$ cat config.mk
export PLATFORM = sky130hd
export DESIGN_NAME = lscl_cell
export DESIGN_NICKNAME = d
export VERILOG_FILES = /design/src/hdl/lru_slot_cache_with_locks_top_defines.svh /design/src/hdl/lscl_pkg.sv /design/src/hdl/lscl_cell.sv
export SDC_FILE = /design/constraint.sdc
export NUM_CORES = 1
export LEC_CHECK = 0
export BUFFER_PORTS_ARGS = -buffer_cell sky130_fd_sc_hd__buf_2
export CAP_MARGIN = 20
export CORE_MARGIN = 2
export CORE_UTILIZATION = 30
export CTS_BUF_LIST = sky130_fd_sc_hd__clkbuf_8 sky130_fd_sc_hd__clkbuf_16
export DETAILED_ROUTE_END_ITERATION = 6
export PLACE_DENSITY = 0.64
export SETUP_SLACK_MARGIN = 0.05
export SLEW_MARGIN = 20
export SYNTH_ARGS = -nofsm -noshare
export SYNTH_HDL_FRONTEND = slang
export SYNTH_SLANG_ARGS = --single-unit
$ cat constraint.sdc
create_clock -name clock -period 5.6 [get_ports clock]
set_input_delay 0 -clock clock [delete_from_list [all_inputs] [get_ports clock]]
set_output_delay 0 -clock clock [all_outputs]
set_load 0.02 [all_outputs]
$ cat src/hdl/lru_slot_cache_with_locks_top_defines.svh
// Assertion macros for the LRU slot cache top level
`ifndef LRU_SLOT_CACHE_WITH_LOCKS_TOP_DEFINES_SVH
`define LRU_SLOT_CACHE_WITH_LOCKS_TOP_DEFINES_SVH

// same-cycle implication, checked outside reset
`define LSCL_ASSERT_NOW(label, ante, cons) \
   label: assert property (@(posedge clock) disable iff (reset) (ante) |-> (cons)) \
      else $error("lscl assertion failed");

// next-cycle implication, checked outside reset
`define LSCL_ASSERT_NEXT(label, ante, cons) \
   label: assert property (@(posedge clock) disable iff (reset) (ante) |=> (cons)) \
      else $error("lscl assertion failed");

`endif

$ cat src/hdl/lscl_pkg.sv
// Shared types and constants for the LRU slot cache
`default_nettype none
package lscl_pkg;

   localparam int IDX_W    = 8;   // slot index, up to 256 slots
   localparam int CNT_W    = 9;   // slot count, up to 256
   localparam int PIC_W    = 11;
   localparam int STAMP_W  = 31;  // use clock saturates below 2^31

   localparam int SLOTS_DEF = 64;
   localparam int PICS_DEF  = 2048;

   localparam logic [STAMP_W-1:0] CLOCK_TOP  = 31'h7fff_fffe;
   localparam logic [STAMP_W-1:0] SCAN_START = 31'h7fff_ffff;

   // input op codes
   localparam logic [1:0] OP_ACCESS = 2'd0;
   localparam logic [1:0] OP_FRAME  = 2'd1;
   localparam logic [1:0] OP_CLEAR  = 2'd2;
   localparam logic [1:0] OP_NOP    = 2'd3;   // unused code, answers done

   // result status codes
   localparam logic [2:0] ST_HIT     = 3'd0;
   localparam logic [2:0] ST_FILL    = 3'd1;
   localparam logic [2:0] ST_EVICT   = 3'd2;
   localparam logic [2:0] ST_DEFER   = 3'd3;
   localparam logic [2:0] ST_REFUSED = 3'd4;
   localparam logic [2:0] ST_NOSLOT  = 3'd5;
   localparam logic [2:0] ST_DONE    = 3'd6;

   // csr register indexes
   localparam logic CSR_SLOTS = 1'b0;
   localparam logic CSR_BASE  = 1'b1;

   // scan record handed from cell to cell
   typedef struct packed {
      logic               hit;
      logic [IDX_W-1:0]   hit_idx;
      logic               empty;
      logic [IDX_W-1:0]   empty_idx;
      logic               found;
      logic [STAMP_W-1:0] best;
      logic [IDX_W-1:0]   best_idx;
      logic [PIC_W-1:0]   best_owner;
   } scan_type;

   // write command broadcast to all cells
   typedef struct packed {
      logic               en;
      logic               clear;
      logic               fill;
      logic               lock;
      logic [IDX_W-1:0]   idx;
      logic [PIC_W-1:0]   owner;
      logic [STAMP_W-1:0] stamp;
   } wr_type;

endpackage
`default_nettype wire

$ cat src/hdl/lscl_cell.sv
// One slot cell: holds a slot's state and folds it into the passing scan record
`default_nettype none
module lscl_cell import lscl_pkg::*; #(
   parameter int INDEX = 0
) (
   input  wire logic               clock,
   input  wire logic               reset,
   input  wire scan_type           scan_in,
   output scan_type                scan_out,
   input  wire logic [PIC_W-1:0]   pic,
   input  wire logic [CNT_W-1:0]   n,
   input  wire wr_type             wr
);

   localparam logic [IDX_W-1:0] MY_IDX = IDX_W'(INDEX);

   logic               valid_ff, valid_in;
   logic               locked_ff, locked_in;
   logic [PIC_W-1:0]   owner_ff, owner_in;
   logic [STAMP_W-1:0] stamp_ff, stamp_in;
   scan_type           scan_ff, scan_next_in;
   logic               in_range;
   logic               sel;

   assign in_range = {1'b0, MY_IDX} < n;
   assign sel      = wr.en && (wr.idx == MY_IDX);

   // fold this slot into the record
   always_comb begin
      scan_next_in = scan_in;
      if (!scan_in.hit && valid_ff && owner_ff == pic) begin
         scan_next_in.hit     = 1'b1;
         scan_next_in.hit_idx = MY_IDX;
      end
      if (in_range && !scan_in.empty && !valid_ff) begin
         scan_next_in.empty     = 1'b1;
         scan_next_in.empty_idx = MY_IDX;
      end
      if (in_range && !locked_ff && stamp_ff < scan_in.best) begin
         scan_next_in.found      = 1'b1;
         scan_next_in.best       = stamp_ff;
         scan_next_in.best_idx   = MY_IDX;
         scan_next_in.best_owner = owner_ff;
      end
   end

   // slot update from the write command
   always_comb begin
      valid_in  = valid_ff;
      locked_in = locked_ff;
      owner_in  = owner_ff;
      stamp_in  = stamp_ff;
      if (wr.clear && !locked_ff) begin
         valid_in = 1'b0;
      end
      if (sel) begin
         stamp_in = wr.stamp;
         if (wr.fill) begin
            valid_in  = 1'b1;
            owner_in  = wr.owner;
            locked_in = wr.lock;
         end else begin
            locked_in = locked_ff | wr.lock;
         end
      end
   end

   always_ff @(posedge clock) begin
      if (reset) begin
         valid_ff  <= 1'b0;
         locked_ff <= 1'b0;
      end else begin
         valid_ff  <= valid_in;
         locked_ff <= locked_in;
      end
   end

   always_ff @(posedge clock) begin
      owner_ff <= owner_in;
      stamp_ff <= stamp_in;
      scan_ff  <= scan_next_in;
   end

   assign scan_out = scan_ff;

endmodule
`default_nettype wire
==> impl_metrics.env, run 1 <==
export IMPL_wl_um=12400
export IMPL_worstPathBufferInverterCount=1
export IMPL_synth_seq_cells=113
export IMPL_pin_count=214
export IMPL_cts_tree="done"
export IMPL_route_detailed_drc=0
export IMPL_crit_chain="ha_1, a211oi_1, nor2_1, or4_1, a2111o_1, a31oi_4, buf_4, mux2_2"
export IMPL_seq_area_frac_synth_pct=61.9
export IMPL_cts_buffer_depth=2
export IMPL_slew_headroom_pct=38.9
export IMPL_clock_sinks=113
export IMPL_firstDrtPassIters=4
export IMPL_status="completed"
export IMPL_syn_to_final_growth_pct=70.2
export IMPL_clk_pin_slew_ns=0.06
export IMPL_hpwl_um=8140
export IMPL_layoutNonFillerInstCount=862
export IMPL_final_nets=842
export IMPL_initial_core_util_pct=31.0
export IMPL_skew_ns=0.00818
export IMPL_stdcell_area_mm2=0.00738
export IMPL_fin_crit_ns=3.48
export IMPL_ys_types=37
export IMPL_synth_flop_cell="dfxtp_1"
export IMPL_setup_violations=0
export IMPL_endpoint_kind="flip-flop"
export IMPL_die_width_um=124
export IMPL_drive_above_1_share_pct=42.2
export IMPL_fin_crit_sh_pct=62.2
export IMPL_post_cts_resize_count=0
export IMPL_die_h_um=124
export IMPL_cts_max_level=4
export IMPL_slowest_delay_ns=0.63
export IMPL_maxCapViolations=0
export IMPL_fin_util_pct=52.7
export IMPL_nFillCells=1211
export IMPL_rows=43
export IMPL_fin_tns_setup_ns=0
export IMPL_antenna_left=0
export IMPL_worstPathArrival_ns=3.77
export IMPL_grt_pass1_wl_um=17800
export IMPL_async_flop_share_pct=0
export IMPL_dp_cells=711
export IMPL_syn_num_nets=496
export IMPL_syn_area_per_cell_um2=13.5
export IMPL_via_count=3682
export IMPL_antenna_found_initial=1
export IMPL_yosys_warnings=0
export IMPL_cellPowerDensity_mw_per_mm2=301
export IMPL_finalHoldViolations=0
export IMPL_worstPathRequired_ns=5.89
export IMPL_drv_slew=0
export IMPL_fp_dieArea_mm2=0.0154
export IMPL_gp_congestion=0.734
export IMPL_synthCells=321
export IMPL_postPlaceCellArea_mm2=0.00560
export IMPL_wl_per_cell_um=14.4
export IMPL_path_max_fanout=27
export IMPL_path_class="flip-flop to flip-flop"
export IMPL_core_area_mm2=0.0140
export IMPL_viasPerCell=4.27
export IMPL_rsz0062_at_grt="no"
export IMPL_root_buffer="clkbuf_16"
export IMPL_power_leakage_nw=3.41
export IMPL_drtIter0Drc=69
export IMPL_peakVddDrop_mv=0.184
export IMPL_place_port_buffers=213
export IMPL_grt_max_degree=34
export IMPL_postCtsSetupRepairBufs=0
export IMPL_clock_latency_ns=0.41
export IMPL_grt_pass1_vias=3909
export IMPL_track_usage_pct=15.6
export IMPL_cts_made_buffers=17
export IMPL_critPathLaunchType="flip-flop"
export IMPL_p_total_w=0.00222
export IMPL_fmax_mhz=287
export IMPL_syn_area_mm2=0.00433
export IMPL_hold_path_class="input port to flip-flop"
export IMPL_cp_top_family="compound AO/OA/AOI/OAI gates"
export IMPL_tightest_slew_ns=0.910
export IMPL_crit_slowest_cell="a31oi_4"
export IMPL_grt_overflow_total=0
export IMPL_synth_edf_count=42
==> cell usage after synthesis, types with 3 or more instances <==
cell | n | share of area, %
and2_1 | 8 | 1.2
edfxtp_1 | 42 | 29
ha_1 | 30 | 8.7
a21oi_1 | 11 | 1.3
nand4_1 | 5 | 0.72
nand2_1 | 6 | 0.52
mux2_2 | 38 | 9.9
xor2_1 | 10 | 2.0
inv_1 | 32 | 2.8
a21o_1 | 3 | 0.52
o21ai_0 | 5 | 0.58
nor2_1 | 3 | 0.26
nor4_1 | 5 | 0.72
dfxtp_1 | 71 | 33
nor3_1 | 3 | 0.35
mux2_1 | 4 | 1.0
and2b_1 | 3 | 0.52
nor2b_1 | 14 | 2.0
nand3_1 | 4 | 0.46
==> registers in the layout (all words and copies together) (netlist names) <==
| register | flops |
|---|---|
| valid_ff | 1 |
| locked_ff | 1 |
| owner_ff | 11 |
| scan_out | 69 |
| stamp_ff | 31 |
==> final timing paths <==
kind / start / to / slack [ns] / depth (start not counted)
setup / recovery: stamp_ff[28]$_DFFE_PP_ / scan_out[39]$_DFF_P_ / 2.12 / 8
hold / removal: wr[45] / stamp_ff[8]$_DFFE_PP_ / 0.20 / 3
setup reg to reg: stamp_ff[28]$_DFFE_PP_ / scan_out[39]$_DFF_P_ / 2.12 / 8
hold reg to reg: stamp_ff[13]$_DFFE_PP_ / scan_out[32]$_DFF_P_ / 0.50 / 1
==> cells in the final DEF, fill, tap and decap left out, types with 2 or more instances in the layout <==
cell type,n
bufinv_16,3
and2_1,8
inv_1,33
diode_2,2
a211oi_1,2
nor4_1,4
clkbuf_16,17
nor2_1,3
and2b_1,3
nand3_1,4
clkinv_2,2
clkinv_4,2
or2_2,2
or4_1,2
nand2_1,6
dfxtp_1,71
mux2_2,38
mux2_1,4
nor3_1,3
a21oi_1,11
edfxtp_1,42
ha_1,30
nand4_1,5
nor2b_1,14
o21ai_0,5
nand3b_1,2
buf_4,2
xor2_1,10
buf_2,213
a21o_1,3
clkinvlp_4,6
dlygate4sd3_1,117
==> per-layer routing <==
metal  vias up  routed length (µm)  GRT usage [%]
met5         -                   0              0
met4         0                 221           6.25
met3        22                 801           5.54
met2       140                6720           30.1
met1      1686                4660           14.9
li1       1834                   -              -
==> power breakdown <==
part           total, W  internal (W)  switching, W
sequential     0.000888      0.000880    0.00000777
clock           0.00108      0.000694      0.000382
combinational  0.000254      0.000144      0.000111
total           0.00222       0.00172      0.000500
==> worst register-to-register path: cells and delay by family, from the launching register on <==
kind	cells	cell delay (ns)
adder cells (fa/ha/maj)	1	0.31
flip-flops	1	0.39
AND/OR/NAND/NOR	2	0.54
multiplexers	1	0.40
AO/OA/AOI/OAI	3	1.22
buffers and inverters	1	0.51
==> through the flow <==
| stage | setup slack, ns | hold WS [ns] |
|---|---|---|
| 3_3_place_gp | 2.15 | 0.172 |
| 4_1_cts | 2.08 | 0.199 |
| 6_report | 2.12 | 0.202 |
| 3_5_place_dp | 2.08 | 0.178 |
| 5_1_grt | 1.94 | 0.205 |
| 2_1_floorplan | 1.02 | 0.0691 |
==> what timing repair did <==
| action | CTS | global route |
|---|---|---|
| hold buffers | 117 | 0 |
| endpoints found under the setup margin | 0 | 0 |
| hold endpoints to repair | 113 | 0 |
==> area by class of cell <==
cell class | instances | area [µm²] | area share (%)
tap | 180 | 225 | 3.05
multi-input combinational | 171 | 1500 | 20.3
timing repair buffer | 332 | 2250 | 30.5
clock inverter | 15 | 170 | 2.31
inverter | 32 | 120 | 1.63
sequential | 113 | 2680 | 36.4
antenna | 2 | 5.00 | 0.0679
clock buffer | 17 | 425 | 5.77
==> logic make-up after synthesis <==
logic type | after synthesis | synth area share, %
AO/OA/AOI/OAI | 28 | 4.36
XOR/XNOR | 11 | 2.22
adder cells (fa/ha/maj) | 30 | 8.66
buffers and inverters | 37 | 3.75
flip-flops | 113 | 61.9
multiplexers | 42 | 10.9
AND/OR/NAND/NOR | 60 | 8.20
No activity file was read; power rests on OpenSTA's default activity.
==> run 2: changes to the inputs <==
--- a/config.mk
+++ b/config.mk
@@ -5,13 +5,14 @@
 export SDC_FILE = /design/constraint.sdc
 export NUM_CORES = 1
 export LEC_CHECK = 0
+export ABC_AREA = 1
 export BUFFER_PORTS_ARGS = -buffer_cell sky130_fd_sc_hd__buf_2
 export CAP_MARGIN = 20
 export CORE_MARGIN = 2
 export CORE_UTILIZATION = 30
 export CTS_BUF_LIST = sky130_fd_sc_hd__clkbuf_8 sky130_fd_sc_hd__clkbuf_16
 export DETAILED_ROUTE_END_ITERATION = 6
-export PLACE_DENSITY = 0.64
+export PLACE_DENSITY = 0.63
 export SETUP_SLACK_MARGIN = 0.05
 export SLEW_MARGIN = 20
 export SYNTH_ARGS = -nofsm -noshare
==> constraint.sdc (replaced) <==
create_clock -name clock -period 3.4 [get_ports clock]
set_input_delay 0 -clock clock [delete_from_list [all_inputs] [get_ports clock]]
set_output_delay 0 -clock clock [all_outputs]
set_load 0.02 [all_outputs]
==> impl_metrics.env, run 2 <==
export IMPL_place_port_buffers=213
export IMPL_grt_pass1_vias=4575
export IMPL_final_cell_mix="buf_2 (213), nand2_1 (143), dlygate4sd3_1 (123)"
export IMPL_ys_types=25
export IMPL_path_max_fanout=43
export IMPL_n_antenna_cell=0
export IMPL_final_common_cell="buf_2"
export IMPL_synth_top_family_by_area="simple AND/OR/NAND/NOR gates"
export IMPL_crit_slowest_cell="nand2_4"
export IMPL_async_flop_share_pct=0
export IMPL_track_usage_pct=17.5
export IMPL_tightest_slew_ns=0.859
export IMPL_endpoint_kind="flip-flop"
export IMPL_worstPathBufferInverterCount=1
export IMPL_clock_sinks=113
export IMPL_post_synth_top_count_cell="nand2_1"
export IMPL_skew_ns=0.0110
export IMPL_fin_crit_ns=2.25
export IMPL_fin_crit_sh_pct=66.1
export IMPL_worstPathArrival_ns=2.61
export IMPL_path_class="flip-flop to flip-flop"
export IMPL_yosys_warnings=0
export IMPL_postPlaceCellArea_mm2=0.00589
export IMPL_fmax_mhz=445
export IMPL_nFillCells=1338
export IMPL_gp_congestion=0.805
export IMPL_cp_top_family="simple AND/OR/NAND/NOR gates"
export IMPL_layoutNonFillerInstCount=1044
export IMPL_yosys_top_cells_area="dfxtp_1 (31%), edfxtp_1 (27%), nand2_1 (12%)"
export IMPL_syn_area_mm2=0.00464
export IMPL_syn_area_per_cell_um2=9.34
export IMPL_hold_path_class="input port to flip-flop"
export IMPL_final_nets=1018
export IMPL_synthCells=497
export IMPL_via_count=4530
export IMPL_slowest_delay_ns=0.42
export IMPL_drv_slew=0
export IMPL_hpwl_um=9320
export IMPL_peakVddDrop_mv=0.457
export IMPL_root_buffer="clkbuf_16"
export IMPL_cts_buffer_depth=2
export IMPL_synth_seq_cells=113
export IMPL_antenna_found_initial=0
export IMPL_yosys_area_share_simple_pct=21.5
export IMPL_status="completed"
export IMPL_rsz0062_at_grt="no"
export IMPL_synth_xor_area_share_pct=0.566
export IMPL_crit_chain="ha_1, nand2_1, nor2_2, nand2_1, nor2_1, nand2_1, nand2_2, nor2_4, buf_4, nand2_4, nand2_1, nand2_1"
export IMPL_grt_pass1_wl_um=22100
export IMPL_clk_pin_slew_ns=0.06
export IMPL_die_h_um=128
export IMPL_fin_tns_setup_ns=0
export IMPL_rows=45
export IMPL_cts_tree="done"
export IMPL_muxShareOfSynthArea_pct=0
export IMPL_largest_reg_flops=69
export IMPL_ys_top_cells_by_count="nand2_1 (143), dfxtp_1 (71), inv_1 (66), nand3_1 (47), edfxtp_1 (42)"
export IMPL_critPathLaunchType="flip-flop"
export IMPL_initial_core_util_pct=30.7
export IMPL_wl_um=14200
export IMPL_setup_violations=0
export IMPL_synth_top_area_share_pct=30.6
export IMPL_cts_made_buffers=17
export IMPL_synth_flop_cell="dfxtp_1"
export IMPL_wl_per_cell_um=13.6
export IMPL_syn_to_final_growth_pct=66.3
export IMPL_post_synth_top_area_cell="dfxtp_1"
export IMPL_fp_dieArea_mm2=0.0165
export IMPL_drtIter0Drc=142
export IMPL_die_width_um=128
export IMPL_maxCapViolations=0
export IMPL_dp_cells=889
export IMPL_pin_count=214
export IMPL_cp_common_cell="nand2_1"
export IMPL_stdcell_area_mm2=0.00772
export IMPL_grt_overflow_total=0
export IMPL_finalHoldViolations=0
export IMPL_core_area_mm2=0.0151
export IMPL_synth_edf_count=42
export IMPL_grt_max_degree=44
export IMPL_fin_util_pct=51.0
export IMPL_power_leakage_nw=3.93
export IMPL_cts_max_level=4
export IMPL_clock_latency_ns=0.42
export IMPL_syn_num_nets=672
export IMPL_drive_above_1_share_pct=30.4
export IMPL_synthAdderAreaFrac_pct=8.08
export IMPL_slew_headroom_pct=42.3
export IMPL_seq_area_frac_synth_pct=57.8
export IMPL_antenna_left=0
export IMPL_cellPowerDensity_mw_per_mm2=481
export IMPL_synth_compound_area_share_pct=4.72
export IMPL_route_detailed_drc=0
export IMPL_firstDrtPassIters=4
export IMPL_viasPerCell=4.34
export IMPL_worstPathRequired_ns=3.76
## run 2: final cells by class
| type | instances | area [µm²] | share of cell area (%) |
|---|---|---|---|
| repair buffers | 341 | 2330 | 30.2 |
| flip-flops and latches | 113 | 2680 | 34.7 |
| clock buffers | 19 | 475 | 6.16 |
| well taps | 188 | 235 | 3.05 |
| inverters | 66 | 248 | 3.21 |
| clock inverters | 13 | 123 | 1.59 |
| multi-input cells | 304 | 1630 | 21.0 |
## run 2: metrics by stage
| stage | hold WS (ns) | total power (W) | setup WS, ns |
|---|---|---|---|
| 6_report | 0.0910 | 0.00372 | 1.15 |
| 5_1_grt | 0.118 | 0.00387 | 0.927 |
| 4_1_cts | 0.0688 | 0.00374 | 1.17 |
| 3_5_place_dp | 0.178 | 0.00184 | 1.18 |
| 3_3_place_gp | 0.176 | 0.00184 | 1.23 |
| 2_1_floorplan | 0.0691 | 0.00168 | 0.950 |
## run 2: kinds of logic after synthesis
group                      after synthesis
AOI/OAI and AO/OA                       35
xor gates and xnor gates                 3
adders and majority gates               30
buffers and inverters                   80
DFF                                    113
and+or+nand+nor                        236
## run 2: layer usage
| metal | up-vias | share of wire, % | GRT usage, % |
|---|---|---|---|
| li1 | 2293 | - | - |
| met1 | 2057 | 42 | 20.1 |
| met2 | 152 | 50 | 30.2 |
| met3 | 28 | 5.0 | 4.70 |
| met4 | 0 | 2.8 | 8.92 |
| met5 | - | 0 | 0 |
## run 2: worst paths after layout
kind	start	to	slack, ns	cells after the start
min	pic[8]	scan_out[68]$_SDFF_PP1_	0.09	6
max reg2reg	stamp_ff[30]$_DFFE_PP_	scan_out[42]$_DFF_P_	1.15	12
max	stamp_ff[30]$_DFFE_PP_	scan_out[42]$_DFF_P_	1.15	12
min reg2reg	stamp_ff[0]$_DFFE_PP_	scan_out[19]$_DFF_P_	0.51	2
## run 2: tightest hold or removal path, delay by kind of cell
| kind | cells | cell delay [ns] |
|---|---|---|
| buffers and inverters | 1 | 0.08 |
| and+or+nand+nor | 4 | 0.33 |
| xor gates and xnor gates | 1 | 0.05 |
## run 2: timing repair
action | 4_1_cts | 5_1_grt
endpoints found under the hold margin | 113 | 0
resized for setup | 0 | 0
buffers inserted | 0 | 0
endpoints found under the setup margin | 0 | 0
hold buffers | 123 | 0
## run 2: power by group
part	leakage [nW]	internal (W)	switching, W
sequential	0.973	0.00146	0.0000134
combinational	2.66	0.000234	0.000226
clock	0.299	0.00110	0.000688
total	3.93	0.00279	0.000928
==> run 3: changes to the inputs <==
--- a/config.mk
+++ b/config.mk
@@ -12,7 +12,7 @@
 export CORE_UTILIZATION = 30
 export CTS_BUF_LIST = sky130_fd_sc_hd__clkbuf_8 sky130_fd_sc_hd__clkbuf_16
 export DETAILED_ROUTE_END_ITERATION = 6
-export PLACE_DENSITY = 0.63
+export PLACE_DENSITY = 0.65
 export SETUP_SLACK_MARGIN = 0.05
 export SLEW_MARGIN = 20
 export SYNTH_ARGS = -nofsm -noshare
==> constraint.sdc (replaced) <==
create_clock -name clock -period 1.8 [get_ports clock]
set_input_delay 0 -clock clock [delete_from_list [all_inputs] [get_ports clock]]
set_output_delay 0 -clock clock [all_outputs]
set_load 0.02 [all_outputs]
==> impl_metrics.env, run 3 (same netlist as run 2, synthesis figures left out) <==
export IMPL_status="finished with violations"
export IMPL_violations="negative setup slack"
export IMPL_crit_slowest_cell="edfxtp_1"
export IMPL_cts_tree="done"
export IMPL_initial_core_util_pct=30.7
export IMPL_antenna_found_initial=0
export IMPL_track_usage_pct=17.3
export IMPL_p_total_w=0.00710
export IMPL_cp_top_family="simple AND/OR/NAND/NOR gates"
export IMPL_critPathLaunchType="flip-flop"
export IMPL_gr_max_usage_layer="met2"
export IMPL_grt_pass1_wl_um=21800
export IMPL_n_antenna_cell=0
export IMPL_root_buffer="clkbuf_16"
export IMPL_die_width_um=128
export IMPL_clock_sinks=113
export IMPL_rsz0062_at_grt="yes"
export IMPL_grt_pass1_vias=4605
export IMPL_setup_violations=51
export IMPL_syn_to_final_growth_pct=77.5
export IMPL_worstPathArrival_ns=2.24
export IMPL_dp_cells=896
export IMPL_hpwl_um=9250
export IMPL_grt_overflow_total=0
export IMPL_clock_latency_ns=0.41
export IMPL_place_port_buffers=213
export IMPL_drtIter0Drc=200
export IMPL_die_h_um=128
export IMPL_slew_headroom_pct=66.4
export IMPL_worstPathBufferInverterCount=3
export IMPL_wl_per_cell_um=13.9
export IMPL_power_leakage_nw=4.14
export IMPL_drv_slew=0
export IMPL_tightest_slew_ns=0.502
export IMPL_cts_buffer_depth=2
export IMPL_path_class="flip-flop to flip-flop"
export IMPL_worst_slack_ns=-0.0790
export IMPL_worstPathRequired_ns=2.16
export IMPL_final_common_cell="buf_2"
export IMPL_postPlaceCellArea_mm2=0.00601
export IMPL_peakVddDrop_mv=0.577
export IMPL_final_cell_mix="buf_2 (213), nand2_1 (124), dlygate4sd3_1 (119)"
export IMPL_antenna_left=0
export IMPL_cellPowerDensity_mw_per_mm2=861
export IMPL_via_count=4593
export IMPL_clk_pin_slew_ns=0.06
export IMPL_gp_congestion=0.816
export IMPL_crit_chain="ha_1, nand2_2, inv_2, nand3_2, nor2_1, nand2_1, nand2_2, nor2_4, buf_8, clkbuf_16, nand3_2, nand2_1"
export IMPL_fin_crit_sh_pct=104
export IMPL_met2_usage_pct=30.1
export IMPL_path_max_fanout=7
export IMPL_cts_made_buffers=17
export IMPL_grtUsageMet3_pct=4.86
export IMPL_drive_above_1_share_pct=38.2
export IMPL_pin_count=214
export IMPL_endpoint_kind="flip-flop"
export IMPL_area_sequential_mm2=0.00268
export IMPL_layoutNonFillerInstCount=1058
export IMPL_finalHoldViolations=0
export IMPL_fp_dieArea_mm2=0.0165
export IMPL_largest_reg_flops=69
export IMPL_slowest_delay_ns=0.40
export IMPL_stdcell_area_mm2=0.00824
export IMPL_rows=45
export IMPL_wl_um=14700
export IMPL_grt_max_degree=30
export IMPL_hold_path_class="input port to flip-flop"
export IMPL_core_area_mm2=0.0151
export IMPL_maxCapViolations=0
export IMPL_fin_crit_ns=1.88
export IMPL_final_nets=1032
export IMPL_fmax_mhz=532
export IMPL_skew_ns=0.0133
export IMPL_viasPerCell=4.34
export IMPL_post_place_ws_ns=-0.0822
export IMPL_cts_max_level=4
export IMPL_nFillCells=1260
export IMPL_grt_util_met1_pct=19.5
export IMPL_route_detailed_drc=0
export IMPL_firstDrtPassIters=4
export IMPL_multi_input_area_mm2=0.00194
[run 3: through the flow]
stage	hold WS [ns]	util (%)	TNS, ns
3_5_place_dp	0.178	39.7	-3.28
6_report	0.0636	54.4	-1.98
4_1_cts	-0.179	52.9	-3.88
5_1_grt	0.0832	54.4	-7.83
2_1_floorplan	0.0691	-	0
3_3_place_gp	0.177	39.7	-2.86
[run 3: path summary, 6_finish.rpt]
path                                              from                      end  slack [ns]  cells past startpoint
worst max-delay path            stamp_ff[21]$_DFFE_PP_      scan_out[3]$_DFF_P_       -0.08                     12
worst min register to register  stamp_ff[13]$_DFFE_PP_     scan_out[32]$_DFF_P_        0.50                      2
worst min-delay path                            pic[3]  scan_out[68]$_SDFF_PP1_        0.06                      6
worst max register to register  stamp_ff[21]$_DFFE_PP_      scan_out[3]$_DFF_P_       -0.08                     12
[run 3: power breakdown]
group	switching [W]	internal, W
combinational	0.000472	0.000504
clock	0.00115	0.00220
sequential	0.0000245	0.00275
[run 3: cell type report]
type	instances	area share [%]
Tap cell	188	2.85
Multi-Input combinational cell	304	23.5
Clock inverter	10	0.956
Inverter	66	3.01
Timing Repair Buffer	355	30.8
Clock buffer	22	6.41
Sequential cell	113	32.5
[run 3: layer usage]
metal	vias to the layer above	part of all wire [%]
met4	0	2.7
met2	162	50
met1	2076	41
li1	2321	-
met3	34	5.9
met5	-	0
[run 3: repair_timing]
item,CTS,global route
gates resized for setup,41,47
hold endpoints to repair,113,1
gates cloned,1,3
endpoints found under the setup margin,51,63
hold buffers,118,1
pin swaps,23,15
buffers inserted,9,4
[run 3: worst min-delay path, delay by kind of cell]
kind          cells  cell delay, ns
simple gates      5            0.33
buf+inv           1            0.09
